[src/sv/owre_pkg.sv]
// Package for the object word relocation emitter: constants, codes and the
// word types passed between front, queue and back. No dependencies.
`timescale 1ns / 1ps

package owre_pkg;

    localparam int ADDR_BITS   = 16;
    localparam int DATA_W      = 16;
    localparam int QUEUE_DEPTH = 2;
    localparam int QUEUE_AW    = (QUEUE_DEPTH > 1) ? $clog2(QUEUE_DEPTH) : 1;
    localparam int QUEUE_CW    = $clog2(QUEUE_DEPTH + 1);

    localparam logic [6:0]  EXTERNAL_TYPE   = 7'd32;
    localparam logic [4:0]  FIRST_BAD_CLASS = 5'd5;
    localparam logic [4:0]  EST_TEXT        = 5'd27;
    localparam logic [4:0]  EST_DATA        = 5'd28;
    localparam logic [15:0] ERR_COUNT_MAX   = 16'hFFFF;

    localparam logic [1:0] KIND_NONE  = 2'd0;
    localparam logic [1:0] KIND_WORD  = 2'd1;
    localparam logic [1:0] KIND_PATCH = 2'd2;

    localparam logic [1:0] ERR_NONE  = 2'd0;
    localparam logic [1:0] ERR_BSS   = 2'd1;
    localparam logic [1:0] ERR_ODD   = 2'd2;
    localparam logic [1:0] ERR_RELOC = 2'd3;

    localparam logic CFG_PASS = 1'b0;
    localparam logic CFG_BASE = 1'b1;

    typedef struct packed {
        logic        bss;
        logic        is_word;
        logic        byte_bad;
        logic        word_bad;
        logic        word_ext;
        logic        seg_sel;
        logic [15:0] tword;
        logic [15:0] rword;
        logic [7:0]  byte_val;
    } t_cmd;

    typedef struct packed {
        logic [1:0]  write_kind;
        logic [15:0] text_word;
        logic [15:0] reloc_word;
        logic [15:0] text_offset;
        logic [15:0] reloc_offset;
        logic [1:0]  error_code;
        logic [15:0] location;
        logic        nonexecutable;
        logic [15:0] error_count;
    } t_result;

endpackage

[src/sv/owre_front.sv]
// Front end: classifies one input word and precomputes the relocated word
// and relocation word. Depends on owre_pkg.
`timescale 1ns / 1ps

module owre_front (
    input  logic                  i_action,
    input  logic [1:0]            i_segment,
    input  logic signed [6:0]     i_reloc_type,
    input  logic [15:0]           i_value,
    input  logic [13:0]           i_symbol_offset,
    input  logic [15:0]           i_base,
    output owre_pkg::t_cmd        o_cmd
);

    logic       neg;
    logic [6:0] mag;
    logic [4:0] cls;
    logic [4:0] cls_eff;
    logic [4:0] cls_out;
    logic       ext;

    assign neg = i_reloc_type[6];
    assign mag = neg ? (7'd0 - i_reloc_type) : i_reloc_type;
    assign cls = mag[4:0];
    assign ext = (mag == owre_pkg::EXTERNAL_TYPE);
    assign cls_eff = (cls >= owre_pkg::FIRST_BAD_CLASS) ? 5'd1 : cls;
    assign cls_out = (cls_eff == 5'd0) ? 5'd0 : cls_eff - 5'd1;

    always_comb begin
        o_cmd          = '0;
        o_cmd.bss      = i_segment[1];
        o_cmd.is_word  = i_action;
        o_cmd.seg_sel  = i_segment[0];
        o_cmd.byte_val = i_value[7:0];
        o_cmd.byte_bad = !neg && (i_reloc_type[5:0] > 6'd1);
        o_cmd.word_ext = ext;
        o_cmd.word_bad = !ext && ((cls == owre_pkg::EST_TEXT) || (cls == owre_pkg::EST_DATA));
        if (ext) begin
            o_cmd.tword = i_value;
            o_cmd.rword = {i_symbol_offset, 2'b00} | 16'h0008 | {15'd0, neg};
        end else begin
            // absolute-like classes move only on pc-relative use, others only when not
            if ((cls_eff < 5'd2) || (cls_eff > 5'd4)) begin
                o_cmd.tword = neg ? (i_value - i_base) : i_value;
            end else begin
                o_cmd.tword = neg ? i_value : (i_value + i_base);
            end
            o_cmd.rword = {10'd0, cls_out, neg};
        end
    end

endmodule

[src/sv/owre_queue.sv]
// Short command queue between front and back ends.
// Depends on owre_pkg for depth and word type.
`timescale 1ns / 1ps

module owre_queue (
    input  logic                    i_clk,
    input  logic                    i_rst_n,
    input  logic                    i_push,
    input  owre_pkg::t_cmd          i_push_data,
    input  logic                    i_pop,
    output logic                    o_full,
    output logic                    o_empty,
    output owre_pkg::t_cmd          o_head
);

    owre_pkg::t_cmd                     r_mem [owre_pkg::QUEUE_DEPTH];
    logic [owre_pkg::QUEUE_AW-1:0]      r_wr;
    logic [owre_pkg::QUEUE_AW-1:0]      r_rd;
    logic [owre_pkg::QUEUE_CW-1:0]      r_count;
    logic [owre_pkg::QUEUE_AW-1:0]      n_wr;
    logic [owre_pkg::QUEUE_AW-1:0]      n_rd;
    logic [owre_pkg::QUEUE_CW-1:0]      n_count;

    localparam logic [owre_pkg::QUEUE_AW-1:0] LAST = owre_pkg::QUEUE_AW'(owre_pkg::QUEUE_DEPTH - 1);

    assign o_full  = (r_count == owre_pkg::QUEUE_CW'(owre_pkg::QUEUE_DEPTH));
    assign o_empty = (r_count == '0);
    assign o_head  = r_mem[r_rd];

    always_comb begin
        n_wr    = r_wr;
        n_rd    = r_rd;
        n_count = r_count;
        if (i_push) begin
            n_wr = (r_wr == LAST) ? '0 : r_wr + 1'b1;
        end
        if (i_pop) begin
            n_rd = (r_rd == LAST) ? '0 : r_rd + 1'b1;
        end
        if (i_push && !i_pop) begin
            n_count = r_count + 1'b1;
        end else if (!i_push && i_pop) begin
            n_count = r_count - 1'b1;
        end
    end

    always_ff @(posedge i_clk) begin
        if (!i_rst_n) begin
            r_wr    <= '0;
            r_rd    <= '0;
            r_count <= '0;
        end else begin
            r_wr    <= n_wr;
            r_rd    <= n_rd;
            r_count <= n_count;
        end
    end

    always_ff @(posedge i_clk) begin
        if (i_push) begin
            r_mem[r_wr] <= i_push_data;
        end
    end

endmodule

[src/sv/owre_back.sv]
// Back end: holds location counters, output offsets, error count and the
// nonexecutable flag; takes one queued word per cycle unless stalled. Uses owre_pkg.
`timescale 1ns / 1ps

module owre_back (
    input  logic                  i_clk,
    input  logic                  i_rst_n,
    input  logic                  i_cmd_valid,
    input  owre_pkg::t_cmd        i_cmd,
    input  logic [1:0]            i_pass,
    output logic                  o_pop,
    output logic                  o_valid,
    input  logic                  i_ready,
    output owre_pkg::t_result     o_res
);

    logic [owre_pkg::ADDR_BITS-1:0] r_loc  [2];
    logic [15:0]                    r_toff [2];
    logic [15:0]                    r_roff [2];
    logic [15:0]                    r_err;
    logic                           r_nx;
    logic                           r_valid;
    owre_pkg::t_result              r_res;

    logic [owre_pkg::ADDR_BITS-1:0] n_loc  [2];
    logic [15:0]                    n_toff [2];
    logic [15:0]                    n_roff [2];
    logic [15:0]                    n_err;
    logic                           n_nx;
    owre_pkg::t_result              n_res;

    logic                           s;
    logic                           pass2;
    logic                           as_byte;
    logic                           raise;
    logic                           set_nx;
    logic [owre_pkg::ADDR_BITS-1:0] loc;
    logic [owre_pkg::ADDR_BITS-1:0] loc_new;
    logic                           fire;

    assign fire    = i_cmd_valid && (!r_valid || i_ready);
    assign o_pop   = fire;
    assign o_valid = r_valid;
    assign o_res   = r_res;

    always_comb begin
        s       = i_cmd.seg_sel;
        pass2   = i_pass[1];
        loc     = r_loc[s];
        loc_new = loc;
        as_byte = 1'b0;
        raise   = 1'b0;
        set_nx  = 1'b0;
        n_loc   = r_loc;
        n_toff  = r_toff;
        n_roff  = r_roff;
        n_res   = '0;

        if (i_cmd.bss) begin
            n_res.error_code = owre_pkg::ERR_BSS;
            raise            = 1'b1;
        end else if (i_cmd.is_word) begin
            if (loc[0]) begin
                n_res.error_code = owre_pkg::ERR_ODD;
                raise            = 1'b1;
                as_byte          = 1'b1;
            end else begin
                loc_new = loc + owre_pkg::ADDR_BITS'(2);
                if (pass2) begin
                    set_nx = i_cmd.word_ext;
                    if (i_cmd.word_bad) begin
                        n_res.error_code = owre_pkg::ERR_RELOC;
                        raise            = 1'b1;
                    end
                    n_res.write_kind   = owre_pkg::KIND_WORD;
                    n_res.text_word    = i_cmd.tword;
                    n_res.reloc_word   = i_cmd.rword;
                    n_res.text_offset  = r_toff[s];
                    n_res.reloc_offset = r_roff[s];
                    n_toff[s]          = r_toff[s] + 16'd2;
                    n_roff[s]          = r_roff[s] + 16'd2;
                end
            end
        end else begin
            if (i_cmd.byte_bad) begin
                n_res.error_code = owre_pkg::ERR_RELOC;
                raise            = 1'b1;
            end
            as_byte = 1'b1;
        end

        if (as_byte) begin
            if (pass2) begin
                n_res.text_word = {8'd0, i_cmd.byte_val};
                if (!loc[0]) begin
                    n_res.write_kind   = owre_pkg::KIND_WORD;
                    n_res.text_offset  = r_toff[s];
                    n_res.reloc_offset = r_roff[s];
                    n_toff[s]          = r_toff[s] + 16'd2;
                    n_roff[s]          = r_roff[s] + 16'd2;
                end else begin
                    // high byte of the word written last
                    n_res.write_kind   = owre_pkg::KIND_PATCH;
                    n_res.text_offset  = r_toff[s] - 16'd2;
                    n_res.reloc_offset = r_roff[s] - 16'd2;
                end
            end
            loc_new = loc + owre_pkg::ADDR_BITS'(1);
        end

        if (!i_cmd.bss) begin
            n_loc[s] = loc_new;
        end

        n_err = (raise && (r_err != owre_pkg::ERR_COUNT_MAX)) ? r_err + 16'd1 : r_err;
        n_nx  = r_nx | raise | set_nx;

        // bss words leave the location counters unchanged and always report location zero
        n_res.location      = i_cmd.bss ? 16'd0 : loc_new[15:0];
        n_res.nonexecutable = n_nx;
        n_res.error_count   = n_err;
    end

    always_ff @(posedge i_clk) begin
        if (!i_rst_n) begin
            r_loc   <= '{default: '0};
            r_toff  <= '{default: '0};
            r_roff  <= '{default: '0};
            r_err   <= '0;
            r_nx    <= 1'b0;
            r_valid <= 1'b0;
        end else if (fire) begin
            r_loc   <= n_loc;
            r_toff  <= n_toff;
            r_roff  <= n_roff;
            r_err   <= n_err;
            r_nx    <= n_nx;
            r_valid <= 1'b1;
        end else if (i_ready) begin
            r_valid <= 1'b0;
        end
    end

    always_ff @(posedge i_clk) begin
        if (fire) begin
            r_res <= n_res;
        end
    end

endmodule

[src/sv/object_word_relocation_emitter.sv]
// Object word relocation emitter: top level joining front, queue and back.
// Depends on owre_pkg, owre_front, owre_queue, owre_back.
//
// Usage:
//   Input channel i_valid/o_ready carries one word per item: action (byte or
//   word), segment, signed relocation type, value and symbol offset.
//   Output channel o_valid/i_ready carries one result word per input word.
//   Configuration: i_cfg_we writes i_cfg_data to register i_cfg_index
//   (0 pass number, 1 relocation base) at the clock edge; write only while
//   the block is idle.
//   Path: an accepted word passes through the queue and then the output
//   register. Throughput: one word per cycle while the receiver does not stall;
//   the back end updates all its state as it takes a word and needs no idle gap.
//   A two-entry queue sits between the front decode and the back end; when
//   the receiver stalls, the output register holds and the queue fills, and
//   o_ready drops only when the queue is full.
//   Reset (synchronous, active low) clears counters, offsets, error count,
//   the nonexecutable flag, the queue and both configuration registers.
`timescale 1ns / 1ps

module object_word_relocation_emitter (
    input  logic                  i_clk,
    input  logic                  i_rst_n,
    input  logic                  i_cfg_we,
    input  logic                  i_cfg_index,
    input  logic [15:0]           i_cfg_data,
    input  logic                  i_valid,
    output logic                  o_ready,
    input  logic                  i_action,
    input  logic [1:0]            i_segment,
    input  logic signed [6:0]     i_reloc_type,
    input  logic [15:0]           i_value,
    input  logic [13:0]           i_symbol_offset,
    output logic                  o_valid,
    input  logic                  i_ready,
    output logic [1:0]            o_write_kind,
    output logic [15:0]           o_text_word,
    output logic [15:0]           o_reloc_word,
    output logic [15:0]           o_text_offset,
    output logic [15:0]           o_reloc_offset,
    output logic [1:0]            o_error_code,
    output logic [15:0]           o_location,
    output logic                  o_nonexecutable,
    output logic [15:0]           o_error_count
);

    logic [1:0]        r_pass;
    logic [15:0]       r_base;
    owre_pkg::t_cmd    front_cmd;
    owre_pkg::t_cmd    head_cmd;
    owre_pkg::t_result res;
    logic              q_full;
    logic              q_empty;
    logic              pop;
    logic              push;

    always_ff @(posedge i_clk) begin
        if (!i_rst_n) begin
            r_pass <= '0;
            r_base <= '0;
        end else if (i_cfg_we) begin
            unique case (i_cfg_index)
                owre_pkg::CFG_PASS: r_pass <= i_cfg_data[1:0];
                owre_pkg::CFG_BASE: r_base <= i_cfg_data;
            endcase
        end
    end

    assign o_ready = !q_full;
    assign push    = i_valid && !q_full;

    owre_front u_front (
        .i_action        (i_action),
        .i_segment       (i_segment),
        .i_reloc_type    (i_reloc_type),
        .i_value         (i_value),
        .i_symbol_offset (i_symbol_offset),
        .i_base          (r_base),
        .o_cmd           (front_cmd)
    );

    owre_queue u_queue (
        .i_clk       (i_clk),
        .i_rst_n     (i_rst_n),
        .i_push      (push),
        .i_push_data (front_cmd),
        .i_pop       (pop),
        .o_full      (q_full),
        .o_empty     (q_empty),
        .o_head      (head_cmd)
    );

    owre_back u_back (
        .i_clk       (i_clk),
        .i_rst_n     (i_rst_n),
        .i_cmd_valid (!q_empty),
        .i_cmd       (head_cmd),
        .i_pass      (r_pass),
        .o_pop       (pop),
        .o_valid     (o_valid),
        .i_ready     (i_ready),
        .o_res       (res)
    );

    assign o_write_kind    = res.write_kind;
    assign o_text_word     = res.text_word;
    assign o_reloc_word    = res.reloc_word;
    assign o_text_offset   = res.text_offset;
    assign o_reloc_offset  = res.reloc_offset;
    assign o_error_code    = res.error_code;
    assign o_location      = res.location;
    assign o_nonexecutable = res.nonexecutable;
    assign o_error_count   = res.error_count;

endmodule

[config.mk]
export PLATFORM = sky130hd
export DESIGN_NAME = object_word_relocation_emitter
export DESIGN_NICKNAME = d
export VERILOG_FILES = /design/src/sv/owre_pkg.sv /design/src/sv/owre_front.sv /design/src/sv/owre_queue.sv /design/src/sv/owre_back.sv /design/src/sv/object_word_relocation_emitter.sv
export SDC_FILE = /design/constraint.sdc
export NUM_CORES = 1
export LEC_CHECK = 0
export BUFFER_PORTS_ARGS = -buffer_cell sky130_fd_sc_hd__buf_2
export CAP_MARGIN = 20
export CORE_MARGIN = 2
export CORE_UTILIZATION = 50
export CTS_CLUSTER_SIZE = 10
export DETAILED_ROUTE_END_ITERATION = 6
export PLACE_DENSITY = 0.73
export SLEW_MARGIN = 20
export SYNTH_ARGS = -nofsm -noshare
export SYNTH_HDL_FRONTEND = slang
export SYNTH_SLANG_ARGS = --single-unit
[constraint.sdc]
create_clock -name i_clk -period 4.9 [get_ports i_clk]
set_input_delay 0 -clock i_clk [delete_from_list [all_inputs] [get_ports i_clk]]
set_output_delay 0 -clock i_clk [all_outputs]
set_load 0.01 [all_outputs]
# Yosys cells after proc, flatten, opt, wreduce, memory -nomap -nowiden
# Memory sizes are Yosys's and may differ from the RTL's. A register that Yosys moved wholly into a read port is not among the register bits.
# Index checks and enable logic that the tools add are counted.
# totals
elab_cells,163
regBits,237
ram_bits,92
output_inout_bits,103
memories,1
# op_classes
addsub,15
n_lt_le_gt_ge,6
eq_ne,5
bitwise_logic,8
mux,79
n_reduce_logical,26
# memory_table
memory,words,width,read_ports,rd_clocked_by_memory_dff,wr,line_no,rtl
u_queue.r_mem,2,46,1,1,1,owre_queue.sv:16,owre_pkg::t_cmd r_mem [owre_pkg::QUEUE_DEPTH];
# ops
operator,n
2-to-1 mux 32 bit,18
2-to-1 mux 16 bit,18
2-to-1 mux 65 bit,3
bitwise mux 32 bit,5
2-to-1 mux 67 bit,1
adder 16 x 2 -> 16 bit (second input constant),3
2-to-1 mux 18 bit,2
adder 16 x 1 -> 16 bit (second input constant),2
subtractor 16 x 2 -> 16 bit (second input constant),2
2-to-1 mux 1 bit,21
adder 16 bit,1
demux 16 bit (select 1 bit),1
!= test 16 bit (second input constant),1
OR 16 x 1 -> 16 bit,1
subtractor 16 bit,1
2-to-1 mux 2 bit,7
== test 5 bit (second input constant),2
2-to-1 mux 5 bit,2
logical AND 1 bit,8
== test 7 x 6 -> 1 bit (second input constant),1
zero test 1 bit,7
2-to-1 mux 7 bit,1
subtractor 1 x 7 -> 7 bit (first input constant),1
> comparator 6 x 1 -> 1 bit (second input constant),1
19 further kinds,29

# Logic depth before layout (Yosys ltp)
# Gate-level depths: netlist (run 1).
# logic_depth
depth_word,14
mapped_depth,16
depth_no_buf,15

# Modules after synthesis
# From an unflattened synthesis (run 1), not the netlist that was laid out.
# unflattened
hier_cells,1782
area_unflattened_um2,17894.7
# by_module_without_submodules
mod,area_per_inst_um2,cells_each,instances
owre_back,10930.5,1128,1
owre_queue,3549.7,165,1
owre_front,2667.6,406,1
object_word_relocation_emitter,747.0,83,1

# Least setup slack after synthesis (run 1)
# No wires, ideal clock.
# synth_timing
path_type,register -> register
startpoint,"reg u_back.r_valid, in the netlist u_back.o_valid"
endpoint,reg u_back.r_loc[24] in the netlist's numbering
synth_period_minus_slack_ns,4.514
arrival_time_ns,4.399
slack_ns,0.386
stages_incl_launch_ff,9
path_buffers,2
cell_sequence,dfxtp_1 > nor2b_1 > or2_2 > clkbuf_1 > clkinv_1 > nand3_1 > clkbuf_1 > o21ai_0 > and2_1
# synth_between
elab_chain_len,4
# synth_lines
item,line_no,rtl
from (decl),owre_back.sv:22,logic r_valid;
from (signal assigned),owre_back.sv:131,r_valid <= 1'b0;
from (signal assigned),owre_back.sv:138,r_valid <= 1'b1;
from (signal assigned),owre_back.sv:140,r_valid <= 1'b0;
zero test 1 bit,owre_back.sv:41,assign fire = i_cmd_valid && (!r_valid || i_ready);
logical OR 1 bit,owre_back.sv:41,
logical AND 1 bit,owre_back.sv:41,
net pop,object_word_relocation_emitter.sv:54,logic pop;
AND reduction 2 bit (no source line),n/a,
to (signal assigned),owre_back.sv:133,r_loc <= n_loc;
to (decl),owre_back.sv:17,logic [owre_pkg::ADDR_BITS-1:0] r_loc [2];
# The timed path passes the listed nets, and every way through them passes these cells.
# A chain may end at the register's enable or synchronous reset.

==> results.rst, run 1 <==
.. list-table::
   :header-rows: 1

   * - Metric
     - Value
   * - Outcome
     - finished, final reports clean
   * - Number of max-slew violations in the final report
     - 0
   * - Number of nets in the layout
     - 1924
   * - Number of warnings printed during yosys synthesis
     - 0
   * - Clock tree from TritonCTS
     - yes
   * - Setup crit start
     - i_reloc_type[0]
   * - Vias per cell
     - 5.36
   * - Multi-input combinational cell area
     - 0.00761 mm2
   * - First-pass GRT wire length
     - 60300 um
   * - Area leader, netlist
     - edfxtp_1
   * - Input/output buffers
     - 163
   * - Post-synth top area share
     - 0.348
   * - Global placer's final weighted congestion
     - 0.871
   * - Worst min-delay path category
     - input pin to flop
   * - Final hold viol count
     - 0
   * - Ranking of synthesized cells by instance count
     - nand2_1 (233), edfxtp_1 (193), dfxtp_1 (136)
   * - Maximum number of pins on one net before global-route repair
     - 86
   * - Initial cell density of the core
     - 0.510
   * - Startpoint Class
     - input pin
   * - Via total after detailed routing
     - 12272
   * - Depth of the CTS H-tree
     - 2
   * - Clk root buf
     - clkbuf_16
   * - Final setup fails
     - 0
   * - Initial antenna violation count
     - 1
   * - Mapped Area
     - 0.0167 mm2
   * - Final instance count without filler cells
     - 2288
   * - Maximum Capacitance Violations
     - 0
   * - Synth async-reset ratio
     - 0
   * - DRC marker count from the first detailed-route iteration
     - 825
   * - Number of placement rows
     - 66
   * - Half-perimeter wire length of the detailed placement result
     - 24200 um
   * - Total Routed Length
     - 36900 um
   * - Met1 usage
     - 0.273
   * - Area overhead of the layout relative to synthesis
     - 16.8%
   * - Adder-cell area share of the yosys netlist
     - 0.0347
   * - Cts bufs inserted
     - 39
   * - Worst clock skew
     - 0.0226 ns
   * - Final clock period utilization by the worst path
     - 0.789
   * - Actual slew at the worst max-slew pin
     - 0.955 ns
   * - Type of element capturing the critical path
     - flop
   * - Vertical extent of the die
     - 187 um
   * - Area share of xor/xnor cells in the synthesized design
     - 0.0741
   * - Number of nets with antenna violations after detailed routing
     - 0
   * - Fraction of the core area covered by cells at the end of the flow
     - 0.595
   * - Post-synth EDFFs
     - 193
   * - Number of cells produced by synthesis
     - 1625
   * - Layer with the highest usage
     - met2
   * - Relative slew slack
     - 0.358
   * - Clk sink count
     - 329
   * - Cell types occupying the most area after synthesis
     - edfxtp_1 (35%), dfxtp_1 (16%), nand2_1 (5.2%), xnor2_1 (4.8%), mux2i_1 (4.0%)
   * - Area inside the core boundary
     - 0.0327 mm2
   * - Fillcell total
     - 2760
   * - Launch instance of the worst register-to-register path
     - u_queue.r_mem[1][40]
   * - Power density of the placed cells
     - 431 mW/mm2
   * - Storage cell area
     - 0.00852 mm2
   * - Post-detailed-route wirelength per cell
     - 16.1 um
   * - Setup repair after global routing missed its margin
     - no
   * - DRC errors left
     - 0
   * - IO Count
     - 165
   * - Primary FF master, synth
     - edfxtp_1
   * - Gr ovfl total
     - 0
   * - Leakage power
     - 7.31 nW
   * - Area share of and/or/nand/nor cells after synthesis
     - 0.179
   * - Peak supply drop
     - 0.267 mV
   * - Met2 track demand over resource
     - 0.362
   * - Register area share after synthesis
     - 0.511
   * - Met3 layer usage reported by global route
     - 0.0312
   * - Highest fanout seen on the critical path
     - 15
   * - Multiplexer fraction of the synthesized cell area
     - 0.0609
   * - Launch point of the worst hold path
     - i_value[8]
   * - Count leader, synth
     - nand2_1
   * - Clock-pin slew reported for the worst setup and hold paths after clock tree synthesis
     - 0.05 ns
   * - Maximum achievable frequency
     - 259 MHz
   * - Worst Path Arrival
     - 4.19 ns
   * - Number of distinct library cell variants in the gate-level netlist after synthesis
     - 78
   * - Inst Count DP
     - 2166
   * - Fraction of final layout cells sized beyond drive strength 1
     - 0.149
   * - Clock Latency Late Sink
     - 0.52 ns
   * - Largest family of logic cells by synthesized area
     - simple AND/OR/NAND/NOR gates
   * - First-pass DRT Iterations
     - 5
   * - Aggregate global-route resource usage
     - 0.210
   * - Avg Cell Area, Syn
     - 10.3 um2
   * - Number of buffers on the longest clock path
     - 3
   * - Final critical-path required period
     - 3.87 ns
   * - Net count of the mapped netlist
     - 1732
   * - Synth Area in Compound Gates
     - 0.107
   * - Chip width
     - 187 um
   * - Total negative slack
     - 0 ns
   * - Worst endpoint required time
     - 5.23 ns
   * - #FFs+latches synth
     - 329
   * - Number of global-route vias before repair
     - 12006
   * - Critical path class
     - input pin to flop
   * - Die footprint
     - 0.0348 mm2
## registers in the layout (all words and copies together) (netlist names), 2 cells and up, named ones only
register and flops:
u_back.r_loc 32, u_back.o_res 101, r_base 16, u_queue.r_count 2, u_queue.r_mem 92, u_back.r_err 16
u_back.r_toff 32, u_back.r_roff 32
## report_power, final
part / internal [W] / switching [W] / leakage [nW]
Combinational: 0.000748 / 0.00129 / 3.80
Clock: 0.00155 / 0.00106 / 0.538
Sequential: 0.00358 / 0.000168 / 2.96
Total: 0.00588 / 0.00251 / 7.31
## layout make-up
class | instances | area share
clock buffers | 67 | 0.0560
flip-flops and latches | 329 | 0.438
well taps | 442 | 0.0284
inverters | 42 | 0.00823
multi-input cells | 1169 | 0.391
diodes | 1 | 0.000129
repair buffers | 236 | 0.0767
clock inverters | 2 | 0.00199
## cell usage in the layout, fill, tap and decap left out, types with 50 or more instances in the layout
cell and count:
and2_1 83, o21ai_0 67, xor2_1 50, edfxtp_1 193
a21oi_1 58, buf_2 163, dfxtp_1 135, mux2i_1 66
a21boi_0 53, nor2_1 134, dlygate4sd3_1 52, nand2_1 232
xnor2_1 91
## critical path, cell delays in order
cell,delay (ns)
dlygate4sd3_1,0.53
buf_2,0.16
inv_1,0.09
ha_1,0.20
or3b_1,0.37
nor3b_1,0.17
nor2_1,0.13
nand2_1,0.09
a211oi_1,0.33
ha_1,0.31
and3_1,0.21
o21ai_1,0.07
buf_4,0.19
nor2_1,0.63
nand2_1,0.28
o21ai_0,0.22
a31oi_1,0.05
o21ai_0,0.15
## cells by family after synthesis
kind of cell	count (synthesis)
adder cells (fa/ha/maj)	45
AND/OR/NAND/NOR	622
multiplexers	86
buffers and inverters	127
flip-flops	329
XOR/XNOR	141
AO/OA/AOI/OAI	275
## metal layers
metal,routed length (um),vias up
li1,-,6047
met1,16400,5837
met2,17900,312
met3,1640,76
met4,1060,0
met5,0,-
## path summary, 6_finish.rpt
| check | to | slack (ns) | cells after the start |
|---|---|---|---|
| max | u_queue.r_mem[0][38] | 1.03 | 18 |
| min | u_queue.r_mem[1][32] | 0.02 | 3 |
| max reg2reg | u_back.r_toff[27] | 1.36 | 10 |
| min reg2reg | u_back.r_toff[0] | 0.46 | 1 |
## through the flow
step / total power, W / worst slack (ns) / hold WS (ns) / area, um2
after detailed placement: 0.00581 / 1.07 / 0.199 / 17800
after global routing: 0.00879 / 0.647 / 0.00826 / 19500
final: 0.00839 / 1.03 / 0.0232 / 19500
after CTS: 0.00846 / 1.06 / 0.00268 / 19500
after floorplan: 0.00510 / 0.386 / 0.0989 / 16700
after global placement: 0.00577 / 1.22 / 0.191 / 17800
## what timing repair did
action | CTS | global route
resized for setup | 0 | 0
hold buffers | 52 | 0
buffers inserted | 0 | 0
endpoints found under the hold margin | 85 | 0
Power figures use the tool's default switching activity.
==> run 2: changes to the inputs <==
- PLACE_DENSITY: 0.73 -> 0.76
- clock period: 4.9 -> 3.3 ns (I/O delays scaled with it)
==> run 2 against run 1 <==
Net effect:
- clock power grew 58%
- global-route usage rose by 0.29 points
- register-to-register slack got worse by 1.1 ns
- via count rose by 1.1%
- critical path type is now flop to flop
- largest power group unchanged
==> results.rst, run 2 (synthesis gave the netlist of run 1 again) <==
.. list-table::
   :header-rows: 1

   * - Metric
     - Value
   * - Launch point of the worst hold path
     - i_reloc_type[5]
   * - Area inside the core boundary
     - 0.0327 mm2
   * - Worst path slowest cell
     - ha_1
   * - Global placer's final weighted congestion
     - 0.879
   * - Worst Path Arrival
     - 3.27 ns
   * - Total Routed Length
     - 37300 um
   * - Final critical-path required period
     - 3.00 ns
   * - Longest individual stage delay on the worst path
     - 0.42 ns
   * - Total negative slack
     - 0 ns
   * - Most common cell after layout, fill and taps aside
     - nand2_1
   * - Number of nets in the layout
     - 1948
   * - DRC marker count from the first detailed-route iteration
     - 956
   * - Peak supply drop
     - 0.606 mV
   * - Critical path class
     - flop to flop
   * - Maximum Capacitance Violations
     - 0
   * - Clock tree from TritonCTS
     - yes
   * - First-pass GRT wire length
     - 61400 um
   * - Clock Latency Late Sink
     - 0.53 ns
   * - Outcome
     - finished, final reports clean
   * - Post-CTS setup buffers
     - 0
   * - Chip width
     - 187 um
   * - Type of element capturing the critical path
     - flop
   * - Actual slew at the worst max-slew pin
     - 0.894 ns
   * - Worst endpoint required time
     - 3.57 ns
   * - Vias per cell
     - 5.36
   * - Fraction of final layout cells sized beyond drive strength 1
     - 0.164
   * - Relative slew slack
     - 0.404
   * - Clk root buf
     - clkbuf_16
   * - Final setup fails
     - 0
   * - Number of instances on the worst hold path
     - 3
   * - Area overhead of the layout relative to synthesis
     - 18.7%
   * - Inst Count DP
     - 2190
   * - Worst min-delay path category
     - input pin to flop
   * - Worst R2R End
     - u_queue.r_mem[1][39]
   * - Maximum achievable frequency
     - 333 MHz
   * - Vertical extent of the die
     - 187 um
   * - Launch instance of the worst register-to-register path
     - r_base[8]
   * - Number of global-route vias before repair
     - 12325
   * - Highest fanout seen on the critical path
     - 8
   * - Half-perimeter wire length of the detailed placement result
     - 25500 um
   * - Via total after detailed routing
     - 12402
   * - Die footprint
     - 0.0348 mm2
   * - Flop2flop setup slack
     - 0.30 ns
   * - Number of flip-flops in the largest register
     - 101
   * - Fillcell total
     - 2701
   * - Most used cells in the layout excluding fill and tap cells
     - nand2_1 (232), edfxtp_1 (193), buf_2 (163), dfxtp_1 (135), nor2_1 (134)
   * - Final instance count without filler cells
     - 2313
   * - Crit path buffers/inverters
     - 3
   * - Aggregate global-route resource usage
     - 0.213
   * - Worst clock skew
     - 0.0251 ns
   * - Number of buffers on the longest clock path
     - 3
   * - Final hold viol count
     - 0
   * - Post-detailed-route wirelength per cell
     - 16.1 um
   * - Maximum number of pins on one net before global-route repair
     - 84
   * - Final clock period utilization by the worst path
     - 0.910
   * - Worst reg-to-reg path cell count
     - 12
   * - Setup repair after global routing missed its margin
     - no
   * - Power density of the placed cells
     - 645 mW/mm2
   * - Gr ovfl total
     - 0
   * - Clock-pin slew reported for the worst setup and hold paths after clock tree synthesis
     - 0.05 ns
   * - Clk sink count
     - 329
   * - Overall power consumption
     - 0.0128 W
   * - IO Count
     - 165
   * - Multi-input combinational cell area
     - 0.00762 mm2
   * - CP Cell Sequence
     - inv_1, ha_1, inv_1, a221oi_1, o41ai_1, o41ai_1, buf_4, o31ai_1, a221o_1, xor2_1, a32oi_1, xnor2_1
   * - Startpoint Class
     - flop
   * - Worst hold-check slack
     - 0.0260 ns
   * - Ant diodes
     - 0
   * - Worst path top cell family by delay
     - compound AO/OA/AOI/OAI gates
   * - Storage cell area
     - 0.00852 mm2
   * - Initial antenna violation count
     - 2
   * - Leakage power
     - 7.48 nW
   * - DRC errors left
     - 0
   * - Initial cell density of the core
     - 0.510
   * - Number of max-slew violations in the final report
     - 0
   * - Input/output buffers
     - 163
   * - Number of placement rows
     - 66
   * - Cts bufs inserted
     - 40
   * - Depth of the CTS H-tree
     - 2
   * - First-pass DRT Iterations
     - 5
   * - Number of nets with antenna violations after detailed routing
     - 0
   * - Sink of the worst hold path
     - u_queue.r_mem[1][43]
run 2: cell count changes in the layout (fill, tap and decap cells not counted), moves of 2 or more:
cell and change:
buf_4 +22, clkbuf_1 -4, clkbuf_16 +4, buf_12 +2
run 2: per-layer routing:
metal  wire length (um)  up-vias  track usage
met1              16400     5896        0.269
met5                 27        -            0
met2              18100      333        0.377
met3               1810       69       0.0329
met4                852        4       0.0656
li1                   -     6100            -
run 2: worst max-delay path by stage:
stage,from,endpoint,slack [ns],cells after the start
floorplan,u_back.o_valid,u_back.r_loc[24],0.15,8
global placement,i_reloc_type[0],u_queue.r_mem[1][36],0.16,15
detailed placement,i_reloc_type[0],u_queue.r_mem[1][36],-0.02,15
CTS,r_base[1],u_queue.r_mem[1][39],0.19,12
global route,r_base[8],u_queue.r_mem[1][39],0.003,12
finish,r_base[8],u_queue.r_mem[1][39],0.30,12
run 2: what timing repair did:
item,4_1_cts,5_1_grt
endpoints found under the hold margin,83,0
endpoints found under the setup margin,0,2
hold buffers,51,0
gates resized for setup,0,1
run 2: stage by stage:
stage	utilization	cell area (um2)	worst slack, ns
2_1_floorplan	-	16700	0.145
3_3_place_gp	0.551	18000	0.163
3_5_place_dp	0.551	18000	-0.0163
4_1_cts	0.605	19800	0.193
5_1_grt	0.605	19800	0.00333
6_report	0.605	19800	0.296
run 2: power breakdown:
part / leakage, nW / total, W / internal (W) / switching, W
Combinational: 3.92 / 0.00308 / 0.00115 / 0.00192
Sequential: 2.96 / 0.00556 / 0.00531 / 0.000254
Clock: 0.591 / 0.00412 / 0.00250 / 0.00162
Total: 7.48 / 0.0128 / 0.00896 / 0.00379
run 2: layout make-up:
class                           count  area share
Multi-Input combinational cell   1169       0.385
Timing Repair Buffer              259      0.0854
Sequential cell                   329       0.431
Inverter                           42     0.00810
Clock buffer                       67      0.0595
Clock inverter                      5     0.00316
Tap cell                          442      0.0280
run 2: worst reg2reg max path, stage by stage, from the launching register on:
cell	delay [ns]
dfxtp_1	0.35
inv_1	0.06
ha_1	0.42
inv_1	0.15
a221oi_1	0.27
o41ai_1	0.15
o41ai_1	0.29
buf_4	0.18
o31ai_1	0.09
a221o_1	0.32
xor2_1	0.15
a32oi_1	0.22
xnor2_1	0.11
